===== src/hdl/mfe_pkg.sv =====
// ----------------------------------------------------------------------------
// mfe_pkg
// Shared types, constants and CRC helpers for the token-bus frame encoder.
// ----------------------------------------------------------------------------
package mfe_pkg;

  localparam logic [7:0]  PREAMBLE_A   = 8'h55;
  localparam logic [7:0]  PREAMBLE_B   = 8'hFF;
  localparam logic [7:0]  HDR_CRC_INIT = 8'hFF;
  localparam logic [15:0] DATA_CRC_INIT = 16'hFFFF;
  localparam logic [15:0] DATA_CRC_POLY = 16'h8408;

  localparam int unsigned QUEUE_DEPTH = 2;
  localparam int unsigned QUEUE_AW    = 1;

  localparam int unsigned PADDR_W = 4;

  // Register indexes, taken from paddr[3:2].
  localparam logic [1:0] REG_FRAME_TYPE = 2'd0;
  localparam logic [1:0] REG_DEST_ADDR  = 2'd1;
  localparam logic [1:0] REG_SRC_ADDR   = 2'd2;

  typedef enum logic [3:0] {
    PH_PRE_A,
    PH_PRE_B,
    PH_TYPE,
    PH_DEST,
    PH_SRC,
    PH_LEN_HI,
    PH_LEN_LO,
    PH_HCRC,
    PH_DATA,
    PH_CRC_LO,
    PH_CRC_HI
  } phase_e;

  // One classified input item: which sections of the frame it produces.
  typedef struct packed {
    logic        has_hdr;
    logic        has_data;
    logic        has_crc;
    logic [15:0] len;
    logic [7:0]  data;
    logic [15:0] crc;   // complemented CRC-16, ready for the wire
  } cmd_t;

  typedef struct packed {
    logic [2:0] frame_type;
    logic [7:0] dest_addr;
    logic [7:0] src_addr;
  } cfg_t;

  // Header CRC-8 update over one byte (closed form of the bitwise update).
  function automatic logic [7:0] hdr_crc_fold(input logic [7:0] crc, input logic [7:0] b);
    logic [14:0] c;
    logic [14:0] acc;
    c   = {7'b0, crc ^ b};
    acc = c ^ (c << 1) ^ (c << 2) ^ (c << 3) ^ (c << 4) ^ (c << 5) ^ (c << 6) ^ (c << 7);
    return {acc[7:1], acc[8]};
  endfunction

  // Reflected CRC-16 update over one byte.
  function automatic logic [15:0] data_crc_fold(input logic [15:0] crc, input logic [7:0] b);
    logic [15:0] c;
    c = crc ^ {8'b0, b};
    for (int i = 0; i < 8; i++) begin
      if (c[0]) begin
        c = (c >> 1) ^ DATA_CRC_POLY;
      end else begin
        c = c >> 1;
      end
    end
    return c;
  endfunction

endpackage


===== src/hdl/mfe_if.sv =====
// ----------------------------------------------------------------------------
// mfe_in_if / mfe_out_if
// Valid/ready channels for payload items in and encoded bytes out.
// ----------------------------------------------------------------------------
interface mfe_in_if;
  logic        valid;
  logic        ready;
  logic [7:0]  data_byte;
  logic [15:0] payload_len;
  logic        first_byte;
  logic        last_byte;
  logic        no_payload;

  modport source (output valid, output data_byte, output payload_len,
                  output first_byte, output last_byte, output no_payload,
                  input ready);
  modport sink   (input valid, input data_byte, input payload_len,
                  input first_byte, input last_byte, input no_payload,
                  output ready);
endinterface

interface mfe_out_if;
  logic       valid;
  logic       ready;
  logic [7:0] out_byte;
  logic       frame_end;

  modport source (output valid, output out_byte, output frame_end, input ready);
  modport sink   (input valid, input out_byte, input frame_end, output ready);
endinterface


===== src/hdl/mfe_front.sv =====
// ----------------------------------------------------------------------------
// mfe_front
// Accepts input items, tracks frame state and the running data CRC, and
// pushes one command per item that produces output.
// ----------------------------------------------------------------------------
module mfe_front
  import mfe_pkg::*;
(
  input  logic         clk_i,
  input  logic         rst_ni,
  mfe_in_if.sink       in_i,
  input  logic         full_i,
  output logic         push_o,
  output cmd_t         cmd_o
);

  logic        in_frame_q, in_frame_d;
  logic [15:0] crc_q, crc_d;
  logic        accept;
  logic [15:0] crc_base;
  logic [15:0] crc_next;

  assign in_i.ready = ~full_i;
  assign accept     = in_i.valid & ~full_i;

  // A first byte restarts the CRC even inside an open frame.
  assign crc_base = in_i.first_byte ? DATA_CRC_INIT : crc_q;
  assign crc_next = data_crc_fold(crc_base, in_i.data_byte);

  always_comb begin
    in_frame_d = in_frame_q;
    crc_d      = crc_q;
    push_o     = 1'b0;
    cmd_o      = '{has_hdr: 1'b0, has_data: 1'b0, has_crc: 1'b0,
                   len: in_i.payload_len, data: in_i.data_byte, crc: ~crc_next};
    if (accept) begin
      priority if (in_i.no_payload) begin
        push_o       = 1'b1;
        cmd_o.has_hdr = 1'b1;
        cmd_o.has_crc = 1'b1;
        cmd_o.crc     = ~DATA_CRC_INIT;
        in_frame_d    = 1'b0;
        crc_d         = DATA_CRC_INIT;
      end else if (in_i.first_byte || in_frame_q) begin
        push_o         = 1'b1;
        cmd_o.has_hdr  = in_i.first_byte;
        cmd_o.has_data = 1'b1;
        cmd_o.has_crc  = in_i.last_byte;
        in_frame_d     = ~in_i.last_byte;
        crc_d          = in_i.last_byte ? DATA_CRC_INIT : crc_next;
      end else begin
        // Stray byte outside a frame: dropped.
        push_o = 1'b0;
      end
    end
  end

  always_ff @(posedge clk_i or negedge rst_ni) begin
    if (!rst_ni) begin
      in_frame_q <= 1'b0;
      crc_q      <= DATA_CRC_INIT;
    end else begin
      in_frame_q <= in_frame_d;
      crc_q      <= crc_d;
    end
  end

endmodule


===== src/hdl/mfe_queue.sv =====
// ----------------------------------------------------------------------------
// mfe_queue
// Short command queue between the front and the back.
// ----------------------------------------------------------------------------
module mfe_queue
  import mfe_pkg::*;
(
  input  logic  clk_i,
  input  logic  rst_ni,
  input  logic  push_i,
  input  cmd_t  push_cmd_i,
  output logic  full_o,
  input  logic  pop_i,
  output logic  empty_o,
  output cmd_t  head_o
);

  cmd_t                  mem_q [QUEUE_DEPTH];
  logic [QUEUE_AW-1:0]   wr_ptr_q, rd_ptr_q;
  logic [QUEUE_AW:0]     count_q;

  assign full_o  = (count_q == (QUEUE_AW+1)'(QUEUE_DEPTH));
  assign empty_o = (count_q == '0);
  assign head_o  = mem_q[rd_ptr_q];

  always_ff @(posedge clk_i) begin
    if (push_i) begin
      mem_q[wr_ptr_q] <= push_cmd_i;
    end
  end

  always_ff @(posedge clk_i or negedge rst_ni) begin
    if (!rst_ni) begin
      wr_ptr_q <= '0;
      rd_ptr_q <= '0;
      count_q  <= '0;
    end else begin
      if (push_i) begin
        wr_ptr_q <= wr_ptr_q + 1'b1;
      end
      if (pop_i) begin
        rd_ptr_q <= rd_ptr_q + 1'b1;
      end
      if (push_i && !pop_i) begin
        count_q <= count_q + 1'b1;
      end else if (pop_i && !push_i) begin
        count_q <= count_q - 1'b1;
      end
    end
  end

endmodule


===== src/hdl/mfe_back.sv =====
// ----------------------------------------------------------------------------
// mfe_back
// Expands queued commands into wire bytes, one per cycle while the sink is ready,
// with the header CRC computed on the fly and an output register toward the sink.
// ----------------------------------------------------------------------------
module mfe_back
  import mfe_pkg::*;
(
  input  logic       clk_i,
  input  logic       rst_ni,
  input  cfg_t       cfg_i,
  input  logic       empty_i,
  input  cmd_t       head_i,
  output logic       pop_o,
  mfe_out_if.source  out_o
);

  logic       active_q, active_d;
  phase_e     phase_q, phase_d;
  logic [7:0] hcrc_q, hcrc_d;
  logic       valid_q;
  logic [7:0] byte_q;
  logic       end_q;

  phase_e     cur_phase;
  phase_e     nxt_phase;
  logic [7:0] cur_byte;
  logic       cur_end;
  logic       cur_last;
  logic       load;

  assign load = ~empty_i & (~valid_q | out_o.ready);

  always_comb begin
    if (active_q) begin
      cur_phase = phase_q;
    end else if (head_i.has_hdr) begin
      cur_phase = PH_PRE_A;
    end else if (head_i.has_data) begin
      cur_phase = PH_DATA;
    end else begin
      cur_phase = PH_CRC_LO;
    end
  end

  always_comb begin
    cur_byte  = PREAMBLE_A;
    cur_end   = 1'b0;
    cur_last  = 1'b0;
    nxt_phase = PH_PRE_A;
    unique case (cur_phase)
      PH_PRE_A: begin
        cur_byte  = PREAMBLE_A;
        nxt_phase = PH_PRE_B;
      end
      PH_PRE_B: begin
        cur_byte  = PREAMBLE_B;
        nxt_phase = PH_TYPE;
      end
      PH_TYPE: begin
        cur_byte  = {5'b0, cfg_i.frame_type};
        nxt_phase = PH_DEST;
      end
      PH_DEST: begin
        cur_byte  = cfg_i.dest_addr;
        nxt_phase = PH_SRC;
      end
      PH_SRC: begin
        cur_byte  = cfg_i.src_addr;
        nxt_phase = PH_LEN_HI;
      end
      PH_LEN_HI: begin
        cur_byte  = head_i.len[15:8];
        nxt_phase = PH_LEN_LO;
      end
      PH_LEN_LO: begin
        cur_byte  = head_i.len[7:0];
        nxt_phase = PH_HCRC;
      end
      PH_HCRC: begin
        cur_byte  = ~hcrc_q;
        cur_last  = ~head_i.has_data & ~head_i.has_crc;
        nxt_phase = head_i.has_data ? PH_DATA : PH_CRC_LO;
      end
      PH_DATA: begin
        cur_byte  = head_i.data;
        cur_last  = ~head_i.has_crc;
        nxt_phase = PH_CRC_LO;
      end
      PH_CRC_LO: begin
        cur_byte  = head_i.crc[7:0];
        nxt_phase = PH_CRC_HI;
      end
      PH_CRC_HI: begin
        cur_byte  = head_i.crc[15:8];
        cur_end   = 1'b1;
        cur_last  = 1'b1;
        nxt_phase = PH_PRE_A;
      end
      default: begin
        cur_last = 1'b1;
      end
    endcase
  end

  always_comb begin
    active_d = active_q;
    phase_d  = phase_q;
    hcrc_d   = hcrc_q;
    pop_o    = 1'b0;
    if (load) begin
      active_d = ~cur_last;
      phase_d  = nxt_phase;
      pop_o    = cur_last;
      // The header CRC covers type, addresses and length.
      if (cur_phase == PH_TYPE) begin
        hcrc_d = hdr_crc_fold(HDR_CRC_INIT, cur_byte);
      end else if (cur_phase == PH_DEST || cur_phase == PH_SRC ||
                   cur_phase == PH_LEN_HI || cur_phase == PH_LEN_LO) begin
        hcrc_d = hdr_crc_fold(hcrc_q, cur_byte);
      end
    end
  end

  always_ff @(posedge clk_i or negedge rst_ni) begin
    if (!rst_ni) begin
      active_q <= 1'b0;
      phase_q  <= PH_PRE_A;
      valid_q  <= 1'b0;
    end else begin
      active_q <= active_d;
      phase_q  <= phase_d;
      if (load) begin
        valid_q <= 1'b1;
      end else if (out_o.ready) begin
        valid_q <= 1'b0;
      end
    end
  end

  always_ff @(posedge clk_i) begin
    hcrc_q <= hcrc_d;
    if (load) begin
      byte_q <= cur_byte;
      end_q  <= cur_end;
    end
  end

  assign out_o.valid     = valid_q;
  assign out_o.out_byte  = byte_q;
  assign out_o.frame_end = end_q;

endmodule


===== src/hdl/mstp_frame_encoder.sv =====
// ----------------------------------------------------------------------------
// mstp_frame_encoder
// Token-bus frame encoder: header, payload and CRC bytes onto a byte stream.
// ----------------------------------------------------------------------------
// Each accepted item turns into one wire byte mid-frame, so payload streams
// through at one item per cycle once the output side takes a byte per cycle.
// An item that opens a frame produces eight header bytes before its data
// byte, and a header-only request ten bytes in all; the output port emits one
// byte per cycle while the sink is ready; in those bursts the two-entry
// command queue fills and input ready drops until the back end pops a command.
// A byte passes through the command queue into the output register. The user
// must write the registers over APB at 0x0 (frame type), 0x4 (destination) and
// 0x8 (source) only while the encoder is idle; the block does not enforce it.
module mstp_frame_encoder
  import mfe_pkg::*;
(
  input  logic               clk_i,
  input  logic               rst_ni,
  mfe_in_if.sink             in_i,
  mfe_out_if.source          out_o,
  input  logic               psel,
  input  logic               penable,
  input  logic               pwrite,
  input  logic [PADDR_W-1:0] paddr,
  input  logic [31:0]        pwdata,
  output logic [31:0]        prdata,
  output logic               pready
);

  cfg_t cfg_q;
  logic cfg_we;
  logic push;
  logic pop;
  logic full;
  logic empty;
  cmd_t push_cmd;
  cmd_t head;

  assign pready = 1'b1;
  assign cfg_we = psel & penable & pwrite;

  always_ff @(posedge clk_i or negedge rst_ni) begin
    if (!rst_ni) begin
      cfg_q.frame_type <= 3'd5;
      cfg_q.dest_addr  <= 8'd0;
      cfg_q.src_addr   <= 8'd0;
    end else if (cfg_we) begin
      unique case (paddr[3:2])
        REG_FRAME_TYPE: cfg_q.frame_type <= pwdata[2:0];
        REG_DEST_ADDR:  cfg_q.dest_addr  <= pwdata[7:0];
        REG_SRC_ADDR:   cfg_q.src_addr   <= pwdata[7:0];
        default: ;
      endcase
    end
  end

  always_comb begin
    unique case (paddr[3:2])
      REG_FRAME_TYPE: prdata = {29'b0, cfg_q.frame_type};
      REG_DEST_ADDR:  prdata = {24'b0, cfg_q.dest_addr};
      REG_SRC_ADDR:   prdata = {24'b0, cfg_q.src_addr};
      default:        prdata = 32'b0;
    endcase
  end

  mfe_front u_front (
    .clk_i  (clk_i),
    .rst_ni (rst_ni),
    .in_i   (in_i),
    .full_i (full),
    .push_o (push),
    .cmd_o  (push_cmd)
  );

  mfe_queue u_queue (
    .clk_i      (clk_i),
    .rst_ni     (rst_ni),
    .push_i     (push),
    .push_cmd_i (push_cmd),
    .full_o     (full),
    .pop_i      (pop),
    .empty_o    (empty),
    .head_o     (head)
  );

  mfe_back u_back (
    .clk_i   (clk_i),
    .rst_ni  (rst_ni),
    .cfg_i   (cfg_q),
    .empty_i (empty),
    .head_i  (head),
    .pop_o   (pop),
    .out_o   (out_o)
  );

endmodule


===== src/flat_wrapper.sv =====
// flat-port wrapper written by rule: the top's interface ports become plain ports
module mstp_frame_encoder_flat import mfe_pkg::*;
  (clk_i, rst_ni, psel, penable, pwrite, paddr, pwdata, prdata, pready, in_i_valid, in_i_data_byte, in_i_payload_len, in_i_first_byte, in_i_last_byte, in_i_no_payload, in_i_ready, out_o_valid, out_o_out_byte, out_o_frame_end, out_o_ready);
  mfe_in_if in_i_i ();
  mfe_out_if out_o_i ();
  input  logic clk_i;
  input  logic rst_ni;
  input  logic psel;
  input  logic penable;
  input  logic pwrite;
  input  logic [PADDR_W-1:0] paddr;
  input  logic [31:0] pwdata;
  output logic [31:0] prdata;
  output logic pready;
  input wire logic [$bits(in_i_i.valid)-1:0] in_i_valid;
  input wire logic [$bits(in_i_i.data_byte)-1:0] in_i_data_byte;
  input wire logic [$bits(in_i_i.payload_len)-1:0] in_i_payload_len;
  input wire logic [$bits(in_i_i.first_byte)-1:0] in_i_first_byte;
  input wire logic [$bits(in_i_i.last_byte)-1:0] in_i_last_byte;
  input wire logic [$bits(in_i_i.no_payload)-1:0] in_i_no_payload;
  output wire logic [$bits(in_i_i.ready)-1:0] in_i_ready;
  output wire logic [$bits(out_o_i.valid)-1:0] out_o_valid;
  output wire logic [$bits(out_o_i.out_byte)-1:0] out_o_out_byte;
  output wire logic [$bits(out_o_i.frame_end)-1:0] out_o_frame_end;
  input wire logic [$bits(out_o_i.ready)-1:0] out_o_ready;
  assign in_i_i.valid = in_i_valid;
  assign in_i_i.data_byte = in_i_data_byte;
  assign in_i_i.payload_len = in_i_payload_len;
  assign in_i_i.first_byte = in_i_first_byte;
  assign in_i_i.last_byte = in_i_last_byte;
  assign in_i_i.no_payload = in_i_no_payload;
  assign in_i_ready = in_i_i.ready;
  assign out_o_valid = out_o_i.valid;
  assign out_o_out_byte = out_o_i.out_byte;
  assign out_o_frame_end = out_o_i.frame_end;
  assign out_o_i.ready = out_o_ready;
  mstp_frame_encoder u_core (.clk_i(clk_i), .rst_ni(rst_ni), .in_i(in_i_i), .out_o(out_o_i), .psel(psel), .penable(penable), .pwrite(pwrite), .paddr(paddr), .pwdata(pwdata), .prdata(prdata), .pready(pready));
endmodule

===== config.mk =====
export PLATFORM = sky130hd
export DESIGN_NAME = mstp_frame_encoder_flat
export DESIGN_NICKNAME = d
export VERILOG_FILES = /design/src/hdl/mfe_pkg.sv /design/src/hdl/mfe_if.sv /design/src/hdl/mfe_front.sv /design/src/hdl/mfe_queue.sv /design/src/hdl/mfe_back.sv /design/src/hdl/mstp_frame_encoder.sv /design/src/flat_wrapper.sv
export SDC_FILE = /design/constraint.sdc
export NUM_CORES = 1
export LEC_CHECK = 0
export ABC_AREA = 1
export ABC_CLOCK_PERIOD_IN_PS = 9000
export BUFFER_PORTS_ARGS = -buffer_cell sky130_fd_sc_hd__buf_2
export CORE_UTILIZATION = 60
export DETAILED_ROUTE_END_ITERATION = 8
export GPL_TIMING_DRIVEN = 1
export PLACE_DENSITY = 0.83
export SKIP_CTS_REPAIR_TIMING = 1
export SLEW_MARGIN = 15
export SYNTH_ARGS = -nofsm -noshare
export SYNTH_HDL_FRONTEND = slang
export SYNTH_HIERARCHICAL = 1
export SYNTH_SLANG_ARGS = --single-unit

===== constraint.sdc =====
create_clock -name clk_i -period 9 [get_ports clk_i]
set_input_delay 0.45 -clock clk_i [delete_from_list [all_inputs] [get_ports clk_i]]
set_output_delay 0.45 -clock clk_i [all_outputs]
set_load 0.03 [all_outputs]

# == Word level (Yosys, flattened, before mapping) ==
# Memories as Yosys holds them, arrays and structs flattened.
# Cells that the tools add are included.
# Widths: inputs -> output; s select.
# totals
reg_bits,63
mem_bits_rw,86
input_bits,70
out_inout_bits,44
mem_count,1
# memory_table
memory,depth,word_bits,read_ports,rd_ports_with_merged_regs,wr,line,source
u_core.u_queue.mem_q,2,43,1,0,1,mfe_queue.sv:18,cmd_t mem_q [QUEUE_DEPTH];
# classes
n_addsub,4
n_eq_ne,13
n_mux,41
n_bitwise,40
n_reduce_logical,21
# ops
operator,n
$mux 16,14
$xor 9x9->9,12
$pmux 8 s10,1
$pmux 4 s10,1
$not 2->3,8
$pmux 8 s3,1
$xor 8x9->9,2
$eq 4x3->1 const B,4
$mux 8,2
$not 16->16,1
$not 8->8,2
$xor 16x8->16,1
$mux 1,15
$eq 4x4->1 const B,3
$reduce_and 2->1,5
$eq 4x2->1 const B,2
$mux 4,2
$reduce_bool 2->1,4
$reduce_or 8->1,1
$xor 8x8->8,1
$not 1->1,7
$mux 3,2
$and 1x1->1,5
$eq 2x2->1 const B,2
13 further kinds,21

# == Logic depth before layout (Yosys ltp) ==
# logic_depth
ltp_word,21
mapped_depth,25
ltp_nobuf,22

# == By module ==
# The synthesis kept the hierarchy.
# by_module_without_submodules
module,n_inst,cells_per_inst,area_each_um2,seq_area_each_um2
mfe_queue,1,159,3510.9,2682.6
mfe_back,1,348,2381.0,660.6
mfe_front,1,253,1581.5,445.4
mstp_frame_encoder,1,148,1113.6,478.0

# == Worst setup path before layout ==
# No wires, ideal clock.
# synth_timing
path_kind,flip-flop to flip-flop
startpoint,reg u_core.u_queue.count_q[1]
endpoint,"mem u_core/u_queue/mem_q[0][0] (netlist bit), enable pin"
arrival_time_ns,3.269
t_required_ns,8.556
slack_ns,5.288
stages_incl_launch_ff,11
path_buffers,1
cell_sequence,dfrtp_1 inv_1 nor2_1 inv_1 nand2_2 nor2_1 nor2_4 inv_4 buf_2 inv_1 nor2_1
# synth_between
elab_chain_len,6
# synth_lines
element,line,source
from (decl),mfe_queue.sv:20,logic [QUEUE_AW:0] count_q;
from (signal assigned),mfe_queue.sv:45,count_q <= count_q + 1'b1;
from (signal assigned),mfe_queue.sv:47,count_q <= count_q - 1'b1;
$eq 2x2->1,mfe_queue.sv:22,assign full_o = (count_q == (QUEUE_AW+1)'(QUEUE_DEPTH));
via u_core.full,mstp_frame_encoder.sv:34,logic full;
$not 1->1,-,
via in_i_ready,flat_wrapper.sv:21,output wire logic [$bits(in_i_i.ready)-1:0] in_i_ready;
$and 1x1->1,mfe_front.sv:24,assign accept = in_i.valid & ~full_i;
$mux 1,mfe_front.sv:36,if (accept) begin
via u_core.push,mstp_frame_encoder.sv:32,logic push;
$mux 1,mfe_queue.sv:27,if (push_i) begin
$mux 1 (implied by the code),mfe_queue.sv:28,mem_q[wr_ptr_q] <= push_cmd_i;
to (decl),mfe_queue.sv:18,
# The timed path passes the listed nets, and every way through them passes these cells.

==> flow_summary_export.csv <==
group,metric,value,unit
sta,worst_pin_slew,859,ps
detailed_routing,drt_pass1_iterations,6,
run,maxCapViolCount,0,
synthesis,synth_top_area_share,36.0,%
clocking,htreeDepth,4,
worst_setup_path,rrSetupSlack,5120,ps
power,power.density,388,nW/um^2
final_layout,area_growth,7.52,%
worst_setup_path,crit_arrival,4040,ps
sta,period_minus_slack,3880,ps
die,io_pins,114,
synthesis,synth-seq-area-share,49.7,%
hold_path,min_path_type,"input pin to async pin",
synthesis,synth_cells,908,
worst_setup_path,critPathKind,"flop to flop",
sta,slew_viol_final,0,
synthesis,synthTopCellsByArea,"edfxtp_1 (36%), nand2_1 (13%), dfrtp_1 (8.2%), mux2_4 (6.8%), dfstp_2 (5.5%)",
sta,hold_viol_final,0,
final_layout,n_antenna_cell,0,
grt,grt-ovfl-total,0,
placed_design,portBuffers,62,
sta,setup_ws,5120,ps
sta,rsz0062_at_grt,"false",
grt,grt_pass1_vias,5765,
sta,period_share,43.1,%
clocking,clock-root-buffer,"clkbuf_16",
clocking,cts.sinks,149,
synthesis,syn_area,8590,um^2
detailed_routing,wl_per_cell,15.6,um
sta,fin_skew,18.3,ps
detailed_routing,drc,0,
synthesis,avgSynthCellArea,9.46,um^2
worst_setup_path,worstPathMaxFanout,35,
final_layout,drive_gt1_share,25.5,%
detailed_routing,drtIter0Drc,444,
final_layout,nNetsFinal,1026,
die,core,13900,um^2
grt,grt_max_degree,47,
die,die_y,122,um
synthesis,yosys_most_used_dff,"edfxtp_1",
clocking,insertion_delay,430,ps
placed_design,place.gp.congestion,0.954,
sta,slew_headroom,42.5,%
worst_setup_path,required,9160,ps
worst_setup_path,cp-end-kind,"flop",
final_layout,seq_area,4270,um^2
die,die_area,14800,um^2
final_layout,instances_no_fill,1148,
synthesis,synthArstFlopShare,30.9,%
sta,fmax,258,MHz
synthesis,synth_cell_types,46,
grt,antenna_found_initial,0,
synthesis,yosysWarnings,6,
clocking,cts_buffer_depth,2,
placed_design,dp_slack,5150,ps
detailed_routing,drt_wl_total,17900,um
placed_design,dp.cells,1116,
worst_setup_path,reg2reg_to,"u_core/u_back/hcrc_q[6]$_DFFE_PP_",
final_layout,multi_input_area,3610,um^2
die,num_rows,43,
detailed_routing,viasPerCell,5.45,
grt,track_usage,25.7,%
sta,finalSetupTns,0,ps
detailed_routing,num_vias,6252,
synthesis,synth_edf_count,103,
die,die_w,122,um
grt,grt_pass1_wl,28500,um
outcome,outcome,"finished, final reports clean",
die,start_util,61.6,%
power,max-vdd-ir-drop,0.189,mV
clocking,cts_tree,"done",
worst_setup_path,reg2reg_depth,19,
clocking,cts_buffers,17,
power,power.leakage,4.29,nW
worst_setup_path,start_kind,"flop",
placed_design,hpwl,12900,um
synthesis,synth_top_area_cell,"edfxtp_1",
synthesis,synth_seq_cells,149,
final_layout,fill_cells,1101,
worst_setup_path,r2r_start,"u_core/u_queue/rd_ptr_q$_DFFE_PN0P_",
sta,setup_viol,0,
clocking,path_clk_slew,60,ps
detailed_routing,ant_nets,0,
[cell usage in the layout (no fill, tap or decap), types with 17 or more instances in the layout]
| master | instances |
|---|---|
| nand2_1 | 300 |
| edfxtp_1 | 103 |
| buf_2 | 62 |
| nor2_1 | 61 |
| inv_1 | 57 |
| nand3_1 | 56 |
| mux2_4 | 39 |
| dfrtp_1 | 27 |
| conb_1 | 25 |
| nand2_2 | 20 |
| dfstp_2 | 18 |
| clkbuf_16 | 17 |
[power breakdown]
| part | switching (mW) | leakage, nW | internal (mW) |
|---|---|---|---|
| sequential | 0.113 | 1.50 | 1.03 |
| combinational | 1.18 | 2.55 | 0.651 |
| clock | 0.265 | 0.239 | 0.347 |
[sequential cells by signal, indices dropped and copies added (netlist names), 2 cells and up]
signal,flops
u_core/u_queue/count_q,2
u_core/u_queue/mem_q,86
u_core/cfg_q,19
u_core/u_back/out_o.out_byte,8
u_core/u_back/hcrc_q,8
u_core/u_front/crc_q,16
u_core/u_back/phase_q,4
[metrics by stage]
stage	power, mW	utilization (%)	area, um^2	hold slack [ps]
6_report	3.58	66.3	9230	130
5_1_grt	3.81	66.3	9230	183
4_1_cts	3.58	66.3	9230	143
3_5_place_dp	2.95	62.6	8730	469
3_3_place_gp	2.91	62.6	8730	466
2_1_floorplan	2.63	-	8670	154
[routing by layer]
metal / GRT usage (%) / wire [um] / up-vias
met5: 0 / 0 / -
met4: 11.1 / 561 / 0
met3: 4.92 / 890 / 43
met2: 43.0 / 8830 / 219
met1: 32.5 / 7600 / 2977
li1: - / - / 3013
[area by class of cell]
type                            instances  share of cell area, %
Clock buffer                           21                   4.77
Clock inverter                         11                  0.678
Inverter                               72                   3.04
Multi-Input combinational cell        648                   39.1
Sequential cell                       149                   46.2
Tap cell                              180                   2.44
Timing Repair Buffer                   67                   3.77
[cell usage after synthesis (3+ instances only)]
cell      number
a21oi_1       12
nand3_2       13
inv_1         57
inv_2         10
dfrtp_1       28
nor2_1        62
nand2_2       20
o21ai_0       16
nor2_2         7
inv_4          4
edfxtp_1     103
mux2_2         4
dfstp_2       18
nand3_1       56
buf_12         4
nand2_1      300
o21ai_1       11
o21a_1         3
o22ai_1        4
xor2_1        12
nand4_1       12
nand2_4       11
mux2_4        39
or2_2          7
buf_6          5
nand3b_1       4
buf_4         50
nor2_4        11
[worst max-delay path, cell delays in order, from the launching register on]
cell      delay, ps
dfrtp_2         550
buf_4           580
mux2_4          360
nor2_1          170
nand2_2          80
nand2_2         230
nand3_2         260
nand2_1         140
nor2_2           70
nand2_4         110
nand4_2         110
nor2_4          220
inv_2            60
nand2_2          70
nand2_2         120
nand2_1          90
nand2_1          60
nand3b_1        150
nand3_1          70
nand2_1         100
[worst max-delay path by stage]
stage	endpoint	slack, ps	from	cells past startpoint
after floorplan	u_core/u_queue/mem_q[0][0]$_DFFE_PP_	5290	u_core/u_queue/count_q[1]$_DFFE_PN0P_	10
after global placement	u_core/u_back/hcrc_q[6]$_DFFE_PP_	5140	u_core/u_queue/rd_ptr_q$_DFFE_PN0P_	19
after detailed placement	u_core/u_back/hcrc_q[6]$_DFFE_PP_	5150	u_core/u_queue/rd_ptr_q$_DFFE_PN0P_	19
after CTS	u_core/u_back/hcrc_q[6]$_DFFE_PP_	5140	u_core/u_queue/rd_ptr_q$_DFFE_PN0P_	19
after global routing	u_core/u_back/hcrc_q[4]$_DFFE_PP_	4850	u_core/u_queue/rd_ptr_q$_DFFE_PN0P_	20
final	u_core/u_back/hcrc_q[6]$_DFFE_PP_	5120	u_core/u_queue/rd_ptr_q$_DFFE_PN0P_	19
[kinds of logic after synthesis]
kind of cell	share of synthesized area [%]
AO/OA/AOI/OAI	3.82
XOR/XNOR	1.62
adder cells (fa/ha/maj)	0.146
buffers and inverters	9.38
flip-flops	49.7
multiplexers	7.34
other	0.0875
AND/OR/NAND/NOR	27.9
(Power assumes the default switching activity.)
